### config.mk
export PLATFORM = sky130hd
export DESIGN_NAME = i2c_master_byte_transfer
export DESIGN_NICKNAME = d
export VERILOG_FILES = /design/src/design/i2cm_pkg.sv /design/src/design/i2cm_step.sv /design/src/design/i2c_master_byte_transfer.sv
export SDC_FILE = /design/constraint.sdc
export NUM_CORES = 1
export LEC_CHECK = 0
export ABC_CLOCK_PERIOD_IN_PS = 5000
export BUFFER_PORTS_ARGS = -buffer_cell sky130_fd_sc_hd__buf_2
export CORE_MARGIN = 10
export CORE_UTILIZATION = 35
export DETAILED_ROUTE_END_ITERATION = 8
export SYNTH_ARGS = -nofsm -noshare
export SYNTH_HDL_FRONTEND = slang
export SYNTH_SLANG_ARGS = --single-unit
### constraint.sdc
create_clock -name i_clk -period 5 [get_ports i_clk]
set_input_delay 0.5 -clock i_clk [delete_from_list [all_inputs] [get_ports i_clk]]
set_output_delay 0.5 -clock i_clk [all_outputs]
set_load 0.01 [all_outputs]
### src/design/i2cm_pkg.sv
// ----------------------------------------------------------------------------
// i2cm_pkg
// Shared types and constants for the I2C master byte transfer engine.
// ----------------------------------------------------------------------------
package i2cm_pkg;

    localparam logic [1:0] CMD_TICK  = 2'd0;
    localparam logic [1:0] CMD_WRITE = 2'd1;
    localparam logic [1:0] CMD_READ  = 2'd2;

    localparam logic CFG_RETRY_LIMIT = 1'b0;
    localparam logic CFG_ACK_TIMEOUT = 1'b1;

    localparam logic [3:0] RETRY_LIMIT_RST = 4'd5;
    localparam logic [7:0] ACK_TIMEOUT_RST = 8'd255;
    localparam logic [7:0] RECV_LAST_TICK  = 8'd16;
    localparam logic [7:0] READ_DIR_BIT    = 8'h01;

    typedef enum logic [4:0] {
        PH_IDLE       = 5'd0,
        PH_W_START    = 5'd1,
        PH_W_DEV      = 5'd2,
        PH_W_DEV_ACK  = 5'd3,
        PH_W_REG      = 5'd4,
        PH_W_REG_ACK  = 5'd5,
        PH_W_DATA     = 5'd6,
        PH_W_DATA_ACK = 5'd7,
        PH_STOP       = 5'd8,
        PH_R_START1   = 5'd9,
        PH_R_DEV      = 5'd10,
        PH_R_DEV_ACK  = 5'd11,
        PH_R_REG      = 5'd12,
        PH_R_REG_ACK  = 5'd13,
        PH_R_START2   = 5'd14,
        PH_R_DEVR     = 5'd15,
        PH_R_DEVR_ACK = 5'd16,
        PH_R_RECV     = 5'd17,
        PH_R_NACK     = 5'd18
    } t_phase;

    typedef struct packed {
        logic [7:0] dev_addr;
        logic [7:0] reg_addr;
        logic [7:0] write_data;
        logic       use_reg_addr;
        logic       is_read;
    } t_request;

    typedef struct packed {
        t_phase     phase;
        logic [2:0] bit_count;
        logic [7:0] shift_byte;
        logic [3:0] attempt_count;
        logic [7:0] wait_cnt;
        logic       ack_all;
        t_request   req;
        logic       scl;
        logic       sda;
        logic       drive;
    } t_eng_state;

    typedef struct packed {
        logic [3:0] retry_limit;
        logic [7:0] ack_timeout;
    } t_cfg;

    typedef struct packed {
        logic       scl_level;
        logic       sda_level;
        logic       sda_drive;
        logic       busy_res;
        logic       done_res;
        logic       ack_ok;
        logic [7:0] read_data;
    } t_result;

    localparam t_eng_state ENG_STATE_RST = '{
        phase:         PH_IDLE,
        bit_count:     3'd0,
        shift_byte:    8'd0,
        attempt_count: 4'd0,
        wait_cnt:      8'd0,
        ack_all:       1'b1,
        req:           '0,
        scl:           1'b1,
        sda:           1'b1,
        drive:         1'b1
    };

endpackage

### src/design/i2cm_step.sv
// ----------------------------------------------------------------------------
// i2cm_step
// Next-state and result logic for one bus tick of the I2C master engine.
// ----------------------------------------------------------------------------
module i2cm_step (
    input  i2cm_pkg::t_eng_state i_state,
    input  i2cm_pkg::t_cfg       i_cfg,
    input  logic [1:0]           i_cmd,
    input  logic [7:0]           i_dev_addr,
    input  logic [7:0]           i_reg_addr,
    input  logic                 i_use_reg_addr,
    input  logic [7:0]           i_write_data,
    input  logic                 i_sda_in,
    output i2cm_pkg::t_eng_state o_state,
    output i2cm_pkg::t_result    o_result
);

    function automatic i2cm_pkg::t_eng_state f_enter(i2cm_pkg::t_eng_state s,
                                                     i2cm_pkg::t_phase p);
        i2cm_pkg::t_eng_state r;
        r           = s;
        r.phase     = p;
        r.bit_count = 3'd0;
        r.wait_cnt  = 8'd0;
        unique case (p)
            i2cm_pkg::PH_W_DEV,
            i2cm_pkg::PH_R_DEV:  r.shift_byte = s.req.dev_addr;
            i2cm_pkg::PH_W_REG,
            i2cm_pkg::PH_R_REG:  r.shift_byte = s.req.reg_addr;
            i2cm_pkg::PH_W_DATA: r.shift_byte = s.req.write_data;
            i2cm_pkg::PH_R_DEVR: r.shift_byte = s.req.dev_addr | i2cm_pkg::READ_DIR_BIT;
            i2cm_pkg::PH_R_RECV: r.shift_byte = 8'd0;
            default:             r.shift_byte = s.shift_byte;
        endcase
        return r;
    endfunction

    function automatic i2cm_pkg::t_eng_state f_begin(i2cm_pkg::t_eng_state s);
        i2cm_pkg::t_eng_state r;
        r         = s;
        r.ack_all = 1'b1;
        if (!s.req.is_read) begin
            r = f_enter(r, i2cm_pkg::PH_W_START);
        end else if (s.req.use_reg_addr) begin
            r = f_enter(r, i2cm_pkg::PH_R_START1);
        end else begin
            r = f_enter(r, i2cm_pkg::PH_R_START2);
        end
        return r;
    endfunction

    always_comb begin
        i2cm_pkg::t_eng_state s;
        logic       fin;
        logic       done;
        logic       ok;
        logic [7:0] rd;
        logic [3:0] att;

        s    = i_state;
        fin  = 1'b0;
        done = 1'b0;
        ok   = 1'b0;
        rd   = 8'd0;
        att  = 4'd0;

        if (s.phase == i2cm_pkg::PH_IDLE) begin
            {s.scl, s.sda, s.drive} = 3'b111;
            if (i_cmd == i2cm_pkg::CMD_WRITE || i_cmd == i2cm_pkg::CMD_READ) begin
                s.req.dev_addr     = i_dev_addr;
                s.req.reg_addr     = i_reg_addr;
                s.req.write_data   = i_write_data;
                s.req.use_reg_addr = i_use_reg_addr;
                s.req.is_read      = (i_cmd == i2cm_pkg::CMD_READ);
                s.attempt_count    = 4'd0;
                s = f_begin(s);
            end
        end

        // tick of the current phase
        unique case (s.phase)
            i2cm_pkg::PH_IDLE: ;
            i2cm_pkg::PH_W_START, i2cm_pkg::PH_R_START1, i2cm_pkg::PH_R_START2: begin
                if (s.wait_cnt == 8'd0) begin
                    {s.scl, s.sda, s.drive} = 3'b111;
                    s.wait_cnt = 8'd1;
                end else if (s.wait_cnt == 8'd1) begin
                    {s.scl, s.sda, s.drive} = 3'b101;
                    s.wait_cnt = 8'd2;
                end else begin
                    {s.scl, s.sda, s.drive} = 3'b001;
                    fin = 1'b1;
                end
            end
            i2cm_pkg::PH_W_DEV, i2cm_pkg::PH_W_REG, i2cm_pkg::PH_W_DATA,
            i2cm_pkg::PH_R_DEV, i2cm_pkg::PH_R_REG, i2cm_pkg::PH_R_DEVR: begin
                if (s.wait_cnt == 8'd0) begin
                    {s.scl, s.sda, s.drive} = {1'b0, s.shift_byte[7], 1'b1};
                    s.wait_cnt = 8'd1;
                end else begin
                    // data held from the low half, clock goes high
                    s.scl        = 1'b1;
                    s.drive      = 1'b1;
                    s.shift_byte = {s.shift_byte[6:0], 1'b0};
                    s.wait_cnt   = 8'd0;
                    s.bit_count  = s.bit_count + 3'd1;
                    fin          = (s.bit_count == 3'd0);
                end
            end
            i2cm_pkg::PH_R_RECV: begin
                if (s.wait_cnt == 8'd0) begin
                    {s.scl, s.sda, s.drive} = 3'b010;
                    s.wait_cnt = s.wait_cnt + 8'd1;
                end else if (s.wait_cnt[0]) begin
                    {s.scl, s.sda, s.drive} = 3'b110;
                    s.shift_byte = {s.shift_byte[6:0], i_sda_in};
                    s.wait_cnt   = s.wait_cnt + 8'd1;
                end else begin
                    {s.scl, s.sda, s.drive} = 3'b010;
                    if (s.wait_cnt >= i2cm_pkg::RECV_LAST_TICK) begin
                        fin = 1'b1;
                    end else begin
                        s.wait_cnt = s.wait_cnt + 8'd1;
                    end
                end
            end
            i2cm_pkg::PH_R_NACK: begin
                if (s.wait_cnt == 8'd0) begin
                    {s.scl, s.sda, s.drive} = 3'b011;
                    s.wait_cnt = 8'd1;
                end else if (s.wait_cnt == 8'd1) begin
                    {s.scl, s.sda, s.drive} = 3'b111;
                    s.wait_cnt = 8'd2;
                end else begin
                    {s.scl, s.sda, s.drive} = 3'b011;
                    fin = 1'b1;
                end
            end
            i2cm_pkg::PH_STOP: begin
                if (s.wait_cnt == 8'd0) begin
                    {s.scl, s.sda, s.drive} = 3'b001;
                    s.wait_cnt = 8'd1;
                end else if (s.wait_cnt == 8'd1) begin
                    {s.scl, s.sda, s.drive} = 3'b101;
                    s.wait_cnt = 8'd2;
                end else begin
                    {s.scl, s.sda, s.drive} = 3'b111;
                    fin = 1'b1;
                end
            end
            default: begin
                // acknowledge wait: release, sample with SCL high, then SCL low
                if (s.bit_count == 3'd0) begin
                    {s.scl, s.sda, s.drive} = 3'b010;
                    s.bit_count = 3'd1;
                    s.wait_cnt  = 8'd0;
                end else if (s.bit_count == 3'd1) begin
                    {s.scl, s.sda, s.drive} = 3'b110;
                    if (!i_sda_in) begin
                        s.bit_count = 3'd2;
                    end else begin
                        s.wait_cnt = s.wait_cnt + 8'd1;
                        if (s.wait_cnt == i_cfg.ack_timeout) begin
                            s.ack_all   = 1'b0;
                            s.bit_count = 3'd2;
                        end
                    end
                end else begin
                    {s.scl, s.sda, s.drive} = 3'b011;
                    fin = 1'b1;
                end
            end
        endcase

        if (fin) begin
            unique case (s.phase)
                i2cm_pkg::PH_W_START:    s = f_enter(s, i2cm_pkg::PH_W_DEV);
                i2cm_pkg::PH_W_DEV:      s = f_enter(s, i2cm_pkg::PH_W_DEV_ACK);
                i2cm_pkg::PH_W_DEV_ACK:  s = f_enter(s, s.req.use_reg_addr ?
                                                     i2cm_pkg::PH_W_REG : i2cm_pkg::PH_W_DATA);
                i2cm_pkg::PH_W_REG:      s = f_enter(s, i2cm_pkg::PH_W_REG_ACK);
                i2cm_pkg::PH_W_REG_ACK:  s = f_enter(s, i2cm_pkg::PH_W_DATA);
                i2cm_pkg::PH_W_DATA:     s = f_enter(s, i2cm_pkg::PH_W_DATA_ACK);
                i2cm_pkg::PH_W_DATA_ACK: s = f_enter(s, i2cm_pkg::PH_STOP);
                i2cm_pkg::PH_R_START1:   s = f_enter(s, i2cm_pkg::PH_R_DEV);
                i2cm_pkg::PH_R_DEV:      s = f_enter(s, i2cm_pkg::PH_R_DEV_ACK);
                i2cm_pkg::PH_R_DEV_ACK:  s = f_enter(s, i2cm_pkg::PH_R_REG);
                i2cm_pkg::PH_R_REG:      s = f_enter(s, i2cm_pkg::PH_R_REG_ACK);
                i2cm_pkg::PH_R_REG_ACK:  s = f_enter(s, i2cm_pkg::PH_R_START2);
                i2cm_pkg::PH_R_START2:   s = f_enter(s, i2cm_pkg::PH_R_DEVR);
                i2cm_pkg::PH_R_DEVR:     s = f_enter(s, i2cm_pkg::PH_R_DEVR_ACK);
                i2cm_pkg::PH_R_DEVR_ACK: s = f_enter(s, i2cm_pkg::PH_R_RECV);
                i2cm_pkg::PH_R_RECV:     s = f_enter(s, i2cm_pkg::PH_R_NACK);
                i2cm_pkg::PH_R_NACK:     s = f_enter(s, i2cm_pkg::PH_STOP);
                default: begin
                    // end of STOP: finish, or retry the whole attempt
                    if (s.ack_all) begin
                        done    = 1'b1;
                        ok      = 1'b1;
                        rd      = s.req.is_read ? s.shift_byte : 8'd0;
                        s.phase = i2cm_pkg::PH_IDLE;
                    end else begin
                        att             = s.attempt_count + 4'd1;
                        s.attempt_count = att;
                        if (att >= i_cfg.retry_limit) begin
                            done    = 1'b1;
                            s.phase = i2cm_pkg::PH_IDLE;
                        end else begin
                            s = f_begin(s);
                        end
                    end
                end
            endcase
        end

        o_state            = s;
        o_result.scl_level = s.scl;
        o_result.sda_level = s.sda;
        o_result.sda_drive = s.drive;
        o_result.busy_res  = (s.phase != i2cm_pkg::PH_IDLE);
        o_result.done_res  = done;
        o_result.ack_ok    = ok;
        o_result.read_data = rd;
    end

endmodule

### src/design/i2c_master_byte_transfer.sv
// ----------------------------------------------------------------------------
// i2c_master_byte_transfer
// I2C master engine for single-byte register writes and reads, one bus tick
// per input transaction.
// ----------------------------------------------------------------------------
// Usage:
//   Each input transaction is one bus timing tick carrying the sampled SDA
//   level and, while the engine is idle, an optional write or read request.
//   Each input transaction yields exactly one output transaction with the
//   line levels to drive, busy, and done/ack_ok/read_data on the final tick.
//   The engine state register and the output register are both loaded at the
//   accepting edge, so the result appears in the cycle after acceptance and a
//   new tick is accepted every cycle while the output is not stalled.
//   When the receiver stalls, the output register holds its result and
//   o_ready drops until it is taken; ticks are never lost or repeated.
//   Configuration (retry limit, ack timeout) goes through the plain write
//   port; the user must write it only while no transfer is in flight.
//   The block does not enforce this. Reset (synchronous, active low) returns
//   the engine to idle with both lines driven high, empties the output
//   register and reloads the default retry limit of 5 and ack timeout of 255.
// ----------------------------------------------------------------------------
module i2c_master_byte_transfer (
    input  logic       i_clk,
    input  logic       i_rst_n,
    input  logic       i_cfg_we,
    input  logic       i_cfg_addr,
    input  logic [7:0] i_cfg_data,
    input  logic       i_valid,
    output logic       o_ready,
    input  logic [1:0] i_cmd,
    input  logic [7:0] i_dev_addr,
    input  logic [7:0] i_reg_addr,
    input  logic       i_use_reg_addr,
    input  logic [7:0] i_write_data,
    input  logic       i_sda_in,
    output logic       o_valid,
    input  logic       i_ready,
    output logic       o_scl_level,
    output logic       o_sda_level,
    output logic       o_sda_drive,
    output logic       o_busy_res,
    output logic       o_done_res,
    output logic       o_ack_ok,
    output logic [7:0] o_read_data
);

    i2cm_pkg::t_eng_state r_state;
    i2cm_pkg::t_eng_state n_state;
    i2cm_pkg::t_cfg       r_cfg;
    i2cm_pkg::t_result    r_result;
    i2cm_pkg::t_result    n_result;
    logic                 r_out_valid;
    logic                 in_fire;

    assign o_ready = !r_out_valid || i_ready;
    assign in_fire = i_valid && o_ready;

    i2cm_step u_step (
        .i_state        (r_state),
        .i_cfg          (r_cfg),
        .i_cmd          (i_cmd),
        .i_dev_addr     (i_dev_addr),
        .i_reg_addr     (i_reg_addr),
        .i_use_reg_addr (i_use_reg_addr),
        .i_write_data   (i_write_data),
        .i_sda_in       (i_sda_in),
        .o_state        (n_state),
        .o_result       (n_result)
    );

    always_ff @(posedge i_clk) begin
        if (!i_rst_n) begin
            r_cfg.retry_limit <= i2cm_pkg::RETRY_LIMIT_RST;
            r_cfg.ack_timeout <= i2cm_pkg::ACK_TIMEOUT_RST;
        end else if (i_cfg_we) begin
            unique case (i_cfg_addr)
                i2cm_pkg::CFG_RETRY_LIMIT: r_cfg.retry_limit <= i_cfg_data[3:0];
                i2cm_pkg::CFG_ACK_TIMEOUT: r_cfg.ack_timeout <= i_cfg_data;
                default: ;
            endcase
        end
    end

    always_ff @(posedge i_clk) begin
        if (!i_rst_n) begin
            r_state     <= i2cm_pkg::ENG_STATE_RST;
            r_out_valid <= 1'b0;
        end else begin
            if (in_fire) begin
                r_state     <= n_state;
                r_out_valid <= 1'b1;
            end else if (i_ready) begin
                r_out_valid <= 1'b0;
            end
        end
    end

    always_ff @(posedge i_clk) begin
        if (in_fire) begin
            r_result <= n_result;
        end
    end

    assign o_valid     = r_out_valid;
    assign o_scl_level = r_result.scl_level;
    assign o_sda_level = r_result.sda_level;
    assign o_sda_drive = r_result.sda_drive;
    assign o_busy_res  = r_result.busy_res;
    assign o_done_res  = r_result.done_res;
    assign o_ack_ok    = r_result.ack_ok;
    assign o_read_data = r_result.read_data;

    // done always ends the transaction
    a_done_not_busy: assert property (@(posedge i_clk) disable iff (!i_rst_n)
        o_valid && o_done_res |-> !o_busy_res)
        else $error("done reported while still busy");

    a_ok_with_done: assert property (@(posedge i_clk) disable iff (!i_rst_n)
        o_valid && o_ack_ok |-> o_done_res)
        else $error("ack_ok outside a done tick");

    a_data_only_ok: assert property (@(posedge i_clk) disable iff (!i_rst_n)
        o_valid && (o_read_data != 8'd0) |-> o_done_res && o_ack_ok)
        else $error("read data reported without a successful read");

    // bus idles with both lines driven high
    a_idle_lines: assert property (@(posedge i_clk) disable iff (!i_rst_n)
        o_valid && !o_busy_res |-> o_scl_level && o_sda_level && o_sda_drive)
        else $error("bus not released high while idle");

    a_state_held: assert property (@(posedge i_clk) disable iff (!i_rst_n)
        !in_fire |=> $stable(r_state))
        else $error("engine state moved without an input transaction");

endmodule
==> out/summary.json, run 1 <==
{
  "worstPathRequired_ns": 5.22,
  "max-vdd-ir-drop_mv": 0.167,
  "cts.clk_slew.worst_paths_ns": 0.06,
  "worst_slew_margin_rel": 0.237,
  "r2r_cells": 11,
  "part_of_the_yosys_area_used_for_sequential_elements": 0.330,
  "cts-buffers-inserted": 9,
  "register_with_the_most_flip_flops": "r_state",
  "dpl_cell_area_um2": 5920,
  "min_to": "r_cfg[4]$_SDFFE_PN1P_",
  "ys_ff_latch": 83,
  "reg2reg_from": "r_state[57]$_SDFFE_PN0P_",
  "worstSetupEndpointType": "flip-flop",
  "finalSetupViolations": 0,
  "worstSetupStartpointType": "flip-flop",
  "area.growth.synth_to_final_pct": 14.2,
  "drt-vias-per-instance": 5.58,
  "synth_cells": 728,
  "worstHoldPathType": "input pin to flip-flop",
  "report.final.slew_viol_count": 0,
  "p_total_uw": 1960,
  "later_pin_clock_latency_in_the_skew_report_ns": 0.35,
  "cpPeakStageDelay_ns": 0.74,
  "num-fill-cells": 1621,
  "path_cells": "or4_1 > o21ai_0 > inv_1 > ha_1 > and3_1 > xnor2_1 > a22oi_1 > and4_1 > a41o_1 > nor2_1 > and3_1",
  "worstPathMaxFanout": 23,
  "io_buf_count": 57,
  "final_net_count": 818,
  "cts_hold_buffers": 0,
  "grt_start_max_net_pins": 47,
  "floorplan.initialDensity": 0.358,
  "post_drt_wl_per_cell_um": 17.2,
  "result_of_the_run": "complete, no violations",
  "post_synth.cell_area_avg_um2": 7.50,
  "post-route-drc-count": 0,
  "post_synth_edffs": 14,
  "core.rowCount": 45,
  "drt.antenna.violating_nets": 0,
  "hold-worst-slack_ns": 0.360,
  "timing_worst_setup_path_type": "flip-flop to flip-flop",
  "antenna_cells": 0,
  "synth_nets": 783,
  "placeableCoreArea_um2": 15300,
  "powerDensity_nw_per_um2": 314,
  "cts.htree.levels": 3,
  "total_leakage_power_uw": 0.00242,
  "grt_setup_unrepaired": "no",
  "yosys_warnings": 0,
  "timing.final.crit_period_ns": 4.31,
  "period_share": 0.862,
  "tritoncts_clock_tree": "done",
  "number_of_hold_violations_in_the_final_report": 0,
  "routed_wirelength_mm": 16.8,
  "global_routing_usage_on_met3": 0.0222,
  "layout-drive-gt1-share": 0.135,
  "drt_pass1_iterations": 5,
  "groute.layer.met1.usage": 0.216,
  "numClockSinks": 83,
  "holdCritStartpoint": "i_cfg_data[4]",
  "final.setup.tns_ns": 0,
  "crit_path_top_delay_cell": "sky130_fd_sc_hd__or4_1",
  "r2r_slack_ns": 0.69,
  "post_cts_buffers": 0,
  "largest_reg_flops": 56,
  "drt-initial-drc-count": 598,
  "grt_use_met2": 0.248,
  "place_congestion": 0.968,
  "max_slew.worst_pin.slew_ns": 1.14,
  "mostFrequentLayoutCell": "sky130_fd_sc_hd__nand2_1",
  "worst_r2r_endpoint": "o_read_data[1]$_SDFFCE_PP0P_",
  "floorplan.die_area_um2": 21000,
  "cts_resized": 0,
  "drv_cap": 0,
  "max_clock_freq_mhz": 232,
  "gr-max-usage-layer": "met2",
  "grt_antenna_before_repair": 0,
  "finClkSkew_ns": 0.0103,
  "fin_area_um2": 6230,
  "cts.root.buffer_cell": "sky130_fd_sc_hd__clkbuf_16",
  "ys_dominant_reg_cell": "sky130_fd_sc_hd__dfxtp_1",
  "asyncSetResetFlopFracSynth": 0,
  "number_of_global_route_vias_before_repair": 5072,
  "crit_path_frequent_cell": "sky130_fd_sc_hd__and3_1",
  "grt_first_pass_wirelength_mm": 26.6,
  "via_count": 5465,
  "die_h_um": 145,
  "floorplan.die.width_um": 145,
  "number_of_top_level_pins": 58,
  "grt.total_usage": 0.158,
  "hold_depth": 3,
  "cp_data_arrival_time_ns": 4.53,
  "netlist-cell-type-count": 72,
  "overflow": 0,
  "syn_area_um2": 5460,
  "hpwl_mm": 12.2,
  "cts_max_path_buffers": 2,
  "most-common-layout-cells": "sky130_fd_sc_hd__nand2_1 (144), sky130_fd_sc_hd__dfxtp_1 (69), sky130_fd_sc_hd__o21ai_0 (59)"
}
worst max path at each step:
| stage | start | to | slack, ns |
|---|---|---|---|
| floorplan | r_state[57]$_SDFFE_PN0P_ | r_state[37]$_SDFFE_PN0P_ | 1.11 |
| global placement | i_cmd[0] | o_read_data[2]$_SDFFCE_PP0P_ | 0.81 |
| detailed placement | i_cmd[0] | o_read_data[1]$_SDFFCE_PP0P_ | 0.73 |
| CTS | r_state[57]$_SDFFE_PN0P_ | o_read_data[1]$_SDFFCE_PP0P_ | 0.78 |
| global route | r_state[57]$_SDFFE_PN0P_ | o_read_data[0]$_SDFFCE_PP0P_ | 0.39 |
| finish | r_state[57]$_SDFFE_PN0P_ | o_read_data[1]$_SDFFCE_PP0P_ | 0.69 |
synthesized netlist by cell type (4+ instances only):
| cell type | count | area (um^2) |
|---|---|---|
| sky130_fd_sc_hd__a21boi_0 | 14 | 105 |
| sky130_fd_sc_hd__a211oi_1 | 5 | 37.5 |
| sky130_fd_sc_hd__or3_1 | 5 | 31.3 |
| sky130_fd_sc_hd__nor3_1 | 13 | 65.1 |
| sky130_fd_sc_hd__a22oi_1 | 4 | 30.0 |
| sky130_fd_sc_hd__nand3_1 | 24 | 120 |
| sky130_fd_sc_hd__nand2b_1 | 7 | 43.8 |
| sky130_fd_sc_hd__xnor2_1 | 6 | 52.6 |
| sky130_fd_sc_hd__o31ai_1 | 6 | 45.0 |
| sky130_fd_sc_hd__edfxtp_1 | 14 | 420 |
| sky130_fd_sc_hd__ha_1 | 13 | 163 |
| sky130_fd_sc_hd__o22ai_1 | 12 | 75.1 |
| sky130_fd_sc_hd__a32o_1 | 4 | 40.0 |
| sky130_fd_sc_hd__a21o_1 | 5 | 37.5 |
| sky130_fd_sc_hd__nor4_1 | 8 | 50.1 |
| sky130_fd_sc_hd__a32oi_1 | 4 | 35.0 |
| sky130_fd_sc_hd__a21oi_1 | 55 | 275 |
| sky130_fd_sc_hd__a31o_2 | 6 | 52.6 |
| sky130_fd_sc_hd__mux2i_1 | 26 | 260 |
| sky130_fd_sc_hd__nand4_1 | 6 | 37.5 |
| sky130_fd_sc_hd__nor2b_1 | 6 | 37.5 |
| sky130_fd_sc_hd__inv_1 | 17 | 63.8 |
| sky130_fd_sc_hd__and3_1 | 18 | 113 |
| sky130_fd_sc_hd__o21ai_0 | 59 | 295 |
| sky130_fd_sc_hd__dfxtp_1 | 69 | 1380 |
| sky130_fd_sc_hd__clkbuf_1 | 37 | 139 |
| sky130_fd_sc_hd__nor2_1 | 56 | 210 |
| sky130_fd_sc_hd__or4_1 | 4 | 30.0 |
| sky130_fd_sc_hd__xor2_1 | 5 | 43.8 |
| sky130_fd_sc_hd__and2_1 | 6 | 37.5 |
| sky130_fd_sc_hd__nand2_1 | 144 | 541 |
| sky130_fd_sc_hd__a31oi_1 | 14 | 87.6 |
stage by stage:
| step | utilization | setup WS, ns | cells |
|---|---|---|---|
| 6_report | 0.409 | 0.691 | 979 |
| 5_1_grt | 0.409 | 0.388 | 979 |
| 4_1_cts | 0.409 | 0.776 | 979 |
| 3_5_place_dp | 0.388 | 0.733 | 963 |
| 3_3_place_gp | 0.388 | 0.807 | 963 |
| 2_1_floorplan | - | 1.11 | 728 |
per-layer routing:
| layer | vias to the layer above | part of all wire |
|---|---|---|
| met5 | - | 0 |
| met4 | 0 | 0.015 |
| met3 | 17 | 0.059 |
| met2 | 204 | 0.45 |
| met1 | 2537 | 0.47 |
| li1 | 2707 | - |
critical path: cells and delay by family (launching register included):
| family | cells | cell delay (ns) |
|---|---|---|
| simple gates | 5 | 2.10 |
| compound gates | 3 | 0.88 |
| flops | 1 | 0.54 |
| fa+ha+maj | 1 | 0.32 |
| buf+inv | 1 | 0.18 |
| xor+xnor | 1 | 0.15 |
power breakdown:
| group | leakage [uW] | switching (uW) | internal [uW] |
|---|---|---|---|
| combinational | 0.00157 | 311 | 167 |
| sequential | 0.000700 | 35.8 | 722 |
| clock | 0.000151 | 284 | 439 |
area by class of cell:
| class | instances | area [um^2] | share of cell area |
|---|---|---|---|
| multi-input combinational | 583 | 3410 | 0.548 |
| sequential | 83 | 1800 | 0.289 |
| timing repair buffer | 68 | 368 | 0.0590 |
| tap | 211 | 264 | 0.0424 |
| clock buffer | 10 | 229 | 0.0367 |
| clock inverter | 6 | 88.8 | 0.0143 |
| inverter | 18 | 67.6 | 0.0108 |
logic make-up (layout without fill, tap and decap cells):
| kind of cell | Yosys count | after routing | synth area share |
|---|---|---|---|
| and+or+nand+nor | 313 | 313 | 0.266 |
| buffers and inverters | 62 | 102 | 0.0459 |
| AOI/OAI and AO/OA | 219 | 219 | 0.260 |
| muxes | 27 | 27 | 0.0498 |
| adders and majority gates | 13 | 13 | 0.0298 |
| DFF | 83 | 83 | 0.330 |
| xor gates and xnor gates | 11 | 11 | 0.0177 |
Note: power is estimated with default switching activity, not from simulation.
==> inputs of run 2 (changes only) <==
ABC_AREA = 1   (was not set)
==> run 2 against run 1 <==
Compared with the run above: first-iteration DRC count down 24%; clock-buffer cell count up 1; clock skew down 0.00092 ns; fmax up 11%; via count up 6.7%; critical path depth up 10; worst hold slack worse by 0.00090 ns; global-route usage down 0.75 points; routed wire length down 1.5%; synthesized area up 4.2%; sequential share of layout area down 0.87 points; worst setup slack better by 0.43 ns.
==> out/summary.json, run 2 <==
{
  "post_drt_wl_per_cell": {"value": 14.2, "unit": "um", "change": "-18%"},
  "finClkSkew": {"value": 0.00935, "unit": "ns", "change": "-0.000917 ns"},
  "p_clk_frac": {"value": 0.267, "change": "-0.102"},
  "total_leakage_power": {"value": 0.00317, "unit": "uW", "change": "+31%"},
  "yosys_warnings": {"value": 0, "change": "unchanged"},
  "final_net_count": {"value": 1004, "change": "+23%"},
  "power_report.internal_total": {"value": 1460, "unit": "uW", "change": "+10%"},
  "syn_area": {"value": 5690, "unit": "um^2", "change": "+4.2%"},
  "number_of_global_route_vias_before_repair": {"value": 5446, "change": "+7.4%"},
  "most_common_cell_in_the_netlist": "sky130_fd_sc_hd__nand2_1",
  "floorplan.initialDensity": {"value": 0.358, "change": "+0.000381"},
  "register_with_the_most_flip_flops": "r_state",
  "netlist-cell-type-count": {"value": 43, "change": "-40%"},
  "cts.root.buffer_cell": "sky130_fd_sc_hd__clkbuf_16",
  "worstSetupEndpointType": "flip-flop",
  "drt_pass1_iterations": {"value": 5, "change": "unchanged"},
  "cts.htree.levels": {"value": 3, "change": "unchanged"},
  "post_synth_edffs": {"value": 14, "change": "unchanged"},
  "number_of_hold_violations_in_the_final_report": {"value": 0, "change": "unchanged"},
  "tritoncts_clock_tree": "done",
  "io_buf_count": {"value": 57, "change": "unchanged"},
  "cts_hold_buffers": {"value": 0, "change": "unchanged"},
  "hold_depth": {"value": 3, "change": "unchanged"},
  "max_slew.worst_pin.slew": {"value": 0.949, "unit": "ns", "change": "-0.195 ns"},
  "grt.total_usage": {"value": 0.150, "change": "-0.00745"},
  "netSwitchingPower": {"value": 1110, "unit": "uW", "change": "+76%"},
  "synth-xor-area-share": {"value": 0.00616, "change": "-0.0115"},
  "worst_r2r_endpoint": "r_state[30]$_SDFFE_PN0P_",
  "place_congestion": {"value": 0.945, "change": "-2.4%"},
  "overflow": {"value": 0, "change": "unchanged"},
  "ys_top_cells_by_count": "sky130_fd_sc_hd__nand2_1 (220), sky130_fd_sc_hd__nor2_1 (143), sky130_fd_sc_hd__inv_1 (108), sky130_fd_sc_hd__o21ai_0 (72), sky130_fd_sc_hd__dfxtp_1 (69)",
  "worst_slew_margin_rel": {"value": 0.366, "change": "+0.129"},
  "synthTopCellsByArea": "sky130_fd_sc_hd__dfxtp_1 (24%), sky130_fd_sc_hd__nand2_1 (15%), sky130_fd_sc_hd__nor2_1 (9.4%)",
  "placeableCoreArea": {"value": 15900, "unit": "um^2", "change": "+4.1%"},
  "cts.clk_slew.worst_paths": {"value": 0.07, "unit": "ns", "change": "about the same"},
  "drt.antenna.violating_nets": {"value": 0, "change": "unchanged"},
  "routed_wirelength": {"value": 16.6, "unit": "mm", "change": "-1.5%"},
  "basic_gate_share_of_the_synthesized_area_counting_and_or_nand_and_nor_cells": {"value": 0.364, "change": "+0.0979"},
  "max-vdd-ir-drop": {"value": 0.184, "unit": "mV", "change": "+9.9%"},
  "cts_max_path_buffers": {"value": 2, "change": "unchanged"},
  "max_clock_freq": {"value": 258, "unit": "MHz", "change": "+11%"},
  "layout-drive-gt1-share": {"value": 0.137, "change": "+0.00190"},
  "hpwl": {"value": 12.1, "unit": "mm", "change": "-0.78%"},
  "post_cts_buffers": {"value": 0, "change": "unchanged"},
  "post-synth-top-area-fraction": {"value": 0.243, "change": "-0.0102"},
  "dp.cells": {"value": 1154, "change": "+20%"},
  "timing_worst_setup_path_type": "input pin to flip-flop",
  "grt_setup_unrepaired": "no",
  "worstPathMaxFanout": {"value": 11, "change": "-52%"},
  "synth_cells": {"value": 911, "change": "+25%"},
  "r2r_cells": {"value": 18, "change": "+7"},
  "comb_power_share": {"value": 0.420, "change": "+0.176"},
  "most-common-layout-cells": "sky130_fd_sc_hd__nand2_1 (220), sky130_fd_sc_hd__nor2_1 (142), sky130_fd_sc_hd__inv_1 (108)",
  "finalSetupViolations": {"value": 0, "change": "unchanged"},
  "drt-initial-drc-count": {"value": 456, "change": "-24%"},
  "drt-vias-per-instance": {"value": 4.98, "change": "-11%"},
  "number_of_top_level_pins": {"value": 58, "change": "unchanged"},
  "ys_ff_latch": {"value": 83, "change": "unchanged"},
  "fin_cells": {"value": 1170, "change": "+20%"},
  "mostFrequentLayoutCell": "sky130_fd_sc_hd__nand2_1",
  "cts-buffers-inserted": {"value": 9, "change": "unchanged"},
  "num-fill-cells": {"value": 1753, "change": "+8.1%"},
  "synth_nets": {"value": 966, "change": "+23%"},
  "post_synth.cell_area_avg": {"value": 6.24, "unit": "um^2", "change": "-17%"},
  "antenna_cells": {"value": 0, "change": "unchanged"},
  "via_count": {"value": 5831, "change": "+6.7%"},
  "grt_start_max_net_pins": {"value": 56, "change": "+19%"},
  "report.final.slew_viol_count": {"value": 0, "change": "unchanged"},
  "worstSetupStartpointType": "input pin",
  "numClockSinks": {"value": 83, "change": "unchanged"},
  "post-route-drc-count": {"value": 0, "change": "unchanged"},
  "post_synth_fa_ha_maj_area_fraction": {"value": 0.0286, "change": "-0.00121"},
  "r2r_slack": {"value": 1.42, "unit": "ns", "change": "+0.73 ns"},
  "later_pin_clock_latency_in_the_skew_report": {"value": 0.36, "unit": "ns", "change": "about the same"},
  "floorplan.die.width": {"value": 147, "unit": "um", "change": "+1.8%"},
  "synth_mux_area_frac": {"value": 0, "change": "-0.0498"},
  "cts_resized": {"value": 0, "change": "unchanged"},
  "die_h": {"value": 147, "unit": "um", "change": "+1.8%"},
  "power.share.switching": {"value": 0.431, "change": "+0.109"},
  "synth-compound-area-share": {"value": 0.176, "change": "-0.0847"},
  "grt_first_pass_wirelength": {"value": 27.1, "unit": "mm", "change": "+1.9%"},
  "largest_reg_flops": {"value": 56, "change": "unchanged"},
  "worstHoldPathType": "input pin to flip-flop",
  "sequentialPowerShare": {"value": 0.313, "change": "-0.074"},
  "powerDensity": {"value": 401, "unit": "nW/um^2", "change": "+27%"},
  "final.setup.tns": {"value": 0, "unit": "ns", "change": "unchanged"},
  "core.rowCount": {"value": 46, "change": "+2.2%"},
  "min_to": "r_cfg[4]$_SDFFE_PN1P_",
  "area.growth.synth_to_final_pct": 13.0,
  "drv_cap": {"value": 0, "change": "unchanged"},
  "floorplan.die_area": {"value": 21700, "unit": "um^2", "change": "+3.6%"},
  "part_of_the_yosys_area_used_for_sequential_elements": {"value": 0.317, "change": "-0.0134"},
  "result_of_the_run": "complete, no violations",
  "period_share": {"value": 0.776, "change": "-0.0854"},
  "asyncSetResetFlopFracSynth": {"value": 0, "change": "unchanged"},
  "grt_antenna_before_repair": {"value": 0, "change": "unchanged"},
  "synth.largest_area_cell": "sky130_fd_sc_hd__dfxtp_1",
  "cp_data_arrival_time": {"value": 4.08, "unit": "ns", "change": "-0.45 ns"},
  "timing.final.crit_period": {"value": 3.88, "unit": "ns", "change": "-0.427 ns"},
  "worstPathRequired": {"value": 5.20, "unit": "ns", "change": "-0.02 ns"},
  "holdCritStartpoint": "i_cfg_data[4]",
  "reg2reg_from": "r_state[56]$_SDFFE_PN0P_",
  "synth_top_family_by_area": "simple AND/OR/NAND/NOR gates",
  "ys_dominant_reg_cell": "sky130_fd_sc_hd__dfxtp_1"
}
run 2: cell types whose count changed after synthesis, moves of 11 or more:
cell / change
sky130_fd_sc_hd__nand3_1: +29
sky130_fd_sc_hd__clkbuf_1: -16
sky130_fd_sc_hd__inv_1: +91
sky130_fd_sc_hd__o21ai_0: +13
sky130_fd_sc_hd__nor2_2: +12
sky130_fd_sc_hd__nand2_1: +76
sky130_fd_sc_hd__nand2_2: +12
sky130_fd_sc_hd__mux2i_1: -26
sky130_fd_sc_hd__and3_1: -18
sky130_fd_sc_hd__inv_2: +11
sky130_fd_sc_hd__a21boi_0: -14
sky130_fd_sc_hd__o211ai_1: +14
sky130_fd_sc_hd__nor2_1: +87
run 2: stage by stage:
stage,power (uW),util,setup slack (ns),area (um^2),hold WS (ns)
3_3_place_gp,1900,0.385,0.838,6120,0.449
5_1_grt,2770,0.405,0.801,6430,0.367
3_5_place_dp,1890,0.385,0.860,6120,0.455
4_1_cts,2590,0.405,1.23,6430,0.352
6_report,2580,0.405,1.12,6430,0.359
2_1_floorplan,1630,-,1.47,5690,0.433
run 2: routing by layer:
layer	global-route usage	wire length [um]	part of all wire
met1	0.206	8300	0.50
met4	0.0624	331	0.020
met3	0.0208	730	0.044
met5	0	0	0
met2	0.232	7200	0.43
run 2: critical path, stage by stage:
cell and delay [ns]:
sky130_fd_sc_hd__buf_2 0.07, sky130_fd_sc_hd__inv_1 0.03, sky130_fd_sc_hd__ha_1 0.47, sky130_fd_sc_hd__inv_2 0.09, sky130_fd_sc_hd__nand4_2 0.14, sky130_fd_sc_hd__nand2_1 0.23
sky130_fd_sc_hd__inv_1 0.22, sky130_fd_sc_hd__ha_1 0.22, sky130_fd_sc_hd__nand4_1 0.22, sky130_fd_sc_hd__o21ai_1 0.26, sky130_fd_sc_hd__nand2_1 0.14, sky130_fd_sc_hd__nand2_1 0.08
sky130_fd_sc_hd__nand2_1 0.05, sky130_fd_sc_hd__nor2_1 0.21, sky130_fd_sc_hd__nand3_1 0.18, sky130_fd_sc_hd__nand2_1 0.34, sky130_fd_sc_hd__nand2_1 0.17, sky130_fd_sc_hd__nor2_1 0.14
sky130_fd_sc_hd__nor2_2 0.12, sky130_fd_sc_hd__nand2_1 0.12, sky130_fd_sc_hd__a21oi_1 0.07
run 2: area by class of cell:
class / instances / area [um^2] / share of cell area
well taps: 216 / 270 / 0.0420
inverters: 122 / 458 / 0.0712
multi-input cells: 671 / 3270 / 0.509
clock inverters: 5 / 40.0 / 0.00623
repair buffers: 62 / 323 / 0.0502
flip-flops and latches: 83 / 1800 / 0.280
clock buffers: 11 / 264 / 0.0411
run 2: worst max-delay path by stage:
stage | from | endpoint | cells after the start
6_report | i_cmd[0] | r_state[30]$_SDFFE_PN0P_ | 21
5_1_grt | i_cmd[0] | r_state[52]$_SDFFE_PN0P_ | 20
4_1_cts | i_cmd[0] | r_state[52]$_SDFFE_PN0P_ | 20
3_5_place_dp | i_cmd[0] | r_state[31]$_SDFFE_PN0P_ | 21
3_3_place_gp | i_cmd[0] | r_state[52]$_SDFFE_PN0P_ | 21
2_1_floorplan | i_cmd[0] | o_busy_res$_DFFE_PP_ | 27
run 2: cells by family (layout without fill, tap and decap cells):
kind of cell / after synthesis / after routing
adders and majority gates: 13 / 13
buffers and inverters: 157 / 200
DFF: 83 / 83
and+or+nand+nor: 476 / 476
xor gates and xnor gates: 4 / 4
AOI/OAI and AO/OA: 178 / 178
run 2: power by group through the flow:
stage               combinational (uW)  clock (uW)  sequential, uW
floorplan                          808           0             822
global placement                  1080           0             822
detailed placement                1070           0             818
CTS                               1070         707             806
global route                      1220         732             814
finish                            1080         686             807
==> inputs of run 3 (changes only) <==
ABC_CLOCK_PERIOD_IN_PS = 3440   (was 5000)
clock period = 3.44 ns   (was 5 ns; I/O delays follow)
==> run 3 against run 2 <==
Compared with the run above: sequential share of layout area fell by 0.67 points; register-to-register slack lost 1.1 ns; sequential power up 46%; cell count grew 2.1%; global-route usage increased by 0.55 points; critical path depth is 3 lower; via count rose by 1.3%; total power up 46%; die area did not move; clock-buffer cell count is 1 higher; highest routed layer unchanged.
==> out/summary.json, run 3 (synthesis results as in run 2) <==
{
  "drt_pass1_iterations": {"value": 7, "change": "+2"},
  "number_of_top_level_pins": {"value": 58, "change": "unchanged"},
  "finClkSkew": {"value": 0.0110, "unit": "ns", "change": "+0.00161 ns"},
  "finalSetupViolations": {"value": 0, "change": "unchanged"},
  "floorplan.die_area": {"value": 21700, "unit": "um^2", "change": "unchanged"},
  "cts_max_path_buffers": {"value": 2, "change": "unchanged"},
  "post_cts_buffers": {"value": 0, "change": "unchanged"},
  "worstHoldPathType": "input pin to flip-flop",
  "max-vdd-ir-drop": {"value": 0.327, "unit": "mV", "change": "+78%"},
  "hpwl": {"value": 12.6, "unit": "mm", "change": "+4.6%"},
  "cts_hold_buffers": {"value": 0, "change": "unchanged"},
  "holdCritStartpoint": "i_cfg_data[6]",
  "largest_reg_flops": {"value": 56, "change": "unchanged"},
  "utilization": {"value": 0.414, "change": "+0.00985"},
  "worst_slew_margin_rel": {"value": 0.579, "change": "+0.213"},
  "overflow": {"value": 0, "change": "unchanged"},
  "register_with_the_most_flip_flops": "r_state",
  "total_leakage_power": {"value": 0.00327, "unit": "uW", "change": "+3.2%"},
  "place_congestion": {"value": 0.939, "change": "-0.65%"},
  "cts_resized": {"value": 0, "change": "unchanged"},
  "cts.clk_slew.worst_paths": {"value": 0.06, "unit": "ns", "change": "about the same"},
  "post-route-drc-count": {"value": 0, "change": "unchanged"},
  "worstPathRequired": {"value": 3.65, "unit": "ns", "change": "-1.55 ns"},
  "grt_start_max_net_pins": {"value": 55, "change": "-1.8%"},
  "setup.worst_path.start": "r_state[53]$_SDFFE_PN0P_",
  "antenna_cells": {"value": 0, "change": "unchanged"},
  "post_drt_wl_per_cell": {"value": 14.0, "unit": "um", "change": "-1.3%"},
  "max_clock_freq_mhz": 324,
  "cts.htree.levels": {"value": 3, "change": "unchanged"},
  "number_of_global_route_vias_before_repair": {"value": 5717, "change": "+5.0%"},
  "final_net_count": {"value": 1029, "change": "+2.5%"},
  "num-fill-cells": {"value": 1748, "change": "-0.29%"},
  "placeableCoreArea": {"value": 15900, "unit": "um^2", "change": "unchanged"},
  "area.growth.synth_to_final_pct": 15.8,
  "later_pin_clock_latency_in_the_skew_report": {"value": 0.35, "unit": "ns", "change": "about the same"},
  "grt_first_pass_wirelength": {"value": 28.3, "unit": "mm", "change": "+4.4%"},
  "tritoncts_clock_tree": "done",
  "worstSetupEndpointType": "flip-flop",
  "drt.antenna.violating_nets": {"value": 0, "change": "unchanged"},
  "core.rowCount": {"value": 46, "change": "unchanged"},
  "grt_setup_unrepaired": "no",
  "die_h": {"value": 147, "unit": "um", "change": "unchanged"},
  "report.final.slew_viol_count": {"value": 0, "change": "unchanged"},
  "floorplan.die.width": {"value": 147, "unit": "um", "change": "unchanged"},
  "numClockSinks": {"value": 83, "change": "unchanged"},
  "final.setup.tns": {"value": 0, "unit": "ns", "change": "unchanged"},
  "layout-drive-gt1-share": {"value": 0.157, "change": "+0.0200"},
  "worstPathMaxFanout": {"value": 6, "change": "-5"},
  "drv_cap": {"value": 0, "change": "unchanged"},
  "drt-vias-per-instance": {"value": 4.94, "change": "-0.78%"},
  "worstSetupStartpointType": "flip-flop",
  "cts.root.buffer_cell": "sky130_fd_sc_hd__clkbuf_16",
  "grt_antenna_before_repair": {"value": 0, "change": "unchanged"},
  "via_count": {"value": 5909, "change": "+1.3%"},
  "cts-buffers-inserted": {"value": 9, "change": "unchanged"},
  "max_slew.worst_pin.slew": {"value": 0.627, "unit": "ns", "change": "-0.322 ns"},
  "mostFrequentLayoutCell": "sky130_fd_sc_hd__nand2_1",
  "period_share": 0.896,
  "timing.final.crit_period_ns": 3.08,
  "floorplan.initialDensity": {"value": 0.358, "change": "unchanged"},
  "grt.total_usage": {"value": 0.156, "change": "+0.00551"},
  "number_of_hold_violations_in_the_final_report": {"value": 0, "change": "unchanged"},
  "result_of_the_run": "complete, no violations",
  "routed_wirelength": {"value": 16.7, "unit": "mm", "change": "+0.85%"},
  "most-common-layout-cells": "sky130_fd_sc_hd__nand2_1 (220), sky130_fd_sc_hd__nor2_1 (142), sky130_fd_sc_hd__inv_1 (108)",
  "reg2reg_from": "r_state[53]$_SDFFE_PN0P_",
  "cp_data_arrival_time": {"value": 3.29, "unit": "ns", "change": "-0.79 ns"},
  "io_buf_count": {"value": 57, "change": "unchanged"},
  "powerDensity": {"value": 573, "unit": "nW/um^2", "change": "+43%"},
  "drt-initial-drc-count": {"value": 475, "change": "+4.2%"},
  "timing_worst_setup_path_type": "flip-flop to flip-flop",
  "hold_depth": {"value": 3, "change": "unchanged"},
  "r2r_cells": {"value": 18, "change": "unchanged"}
}
## run 3: cell count changes in the layout (fill, tap and decap cells not counted), sizes merged
| cell | before | now |
|---|---|---|
| buf | 62 | 87 |
| clkbuf | 11 | 12 |
| clkinv | 2 | 3 |
| clkinvlp | 1 | 2 |
| inv | 124 | 121 |
## run 3: final timing paths
kind                                    to  slack [ns]
setup reg to reg      o_busy_res$_DFFE_PP_        0.36
setup / recovery      o_busy_res$_DFFE_PP_        0.36
hold / removal       r_cfg[6]$_SDFFE_PN1P_        0.21
hold reg to reg   r_state[29]$_SDFFE_PN1P_        0.47
## run 3: layout make-up
type,count,area [um^2],area share
multi-input cells,671,3270,0.497
flip-flops and latches,83,1800,0.274
repair buffers,87,510,0.0775
inverters,122,458,0.0696
well taps,216,270,0.0410
clock buffers,12,246,0.0374
clock inverters,4,26.3,0.00399
## run 3: through the flow
step	power (uW)	hold slack, ns	instance area, um^2	setup slack [ns]	std cells
CTS	3790	0.205	6580	0.399	1195
finish	3770	0.211	6580	0.357	1195
floorplan	2370	0.433	5690	0.0658	911
global placement	2870	0.449	6310	0.00645	1179
global route	4070	0.221	6580	0.0130	1195
detailed placement	2860	0.453	6310	0.0398	1179
## run 3: report_power, final
| group | total [uW] | internal, uW | switching (uW) |
|---|---|---|---|
| Sequential | 1180 | 1110 | 63.9 |
| Clock | 914 | 509 | 406 |
| Combinational | 1680 | 541 | 1140 |
| Total | 3770 | 2160 | 1610 |
## run 3: worst max-delay path: stages, from the launching register on
cell	delay, ns
sky130_fd_sc_hd__dfxtp_1	0.35
sky130_fd_sc_hd__nor2_2	0.21
sky130_fd_sc_hd__nand4_2	0.17
sky130_fd_sc_hd__buf_4	0.20
sky130_fd_sc_hd__nand2_1	0.08
sky130_fd_sc_hd__inv_1	0.06
sky130_fd_sc_hd__ha_1	0.31
sky130_fd_sc_hd__ha_1	0.30
sky130_fd_sc_hd__inv_1	0.06
sky130_fd_sc_hd__nor2_1	0.03
sky130_fd_sc_hd__o21ai_0	0.15
sky130_fd_sc_hd__nand2_1	0.07
sky130_fd_sc_hd__a31oi_1	0.33
sky130_fd_sc_hd__nand2_1	0.10
sky130_fd_sc_hd__nor2_1	0.21
sky130_fd_sc_hd__nand2_1	0.11
sky130_fd_sc_hd__nand3_1	0.11
sky130_fd_sc_hd__nor2_1	0.05
sky130_fd_sc_hd__nand3_1	0.06
## run 3: per-layer routing
metal	up-vias	part of all wire	wire, um	track usage
li1	3092	-	-	-
met1	2626	0.49	8240	0.211
met2	159	0.43	7240	0.240
met3	32	0.047	781	0.0238
met4	0	0.027	443	0.0679
met5	-	0	0	0
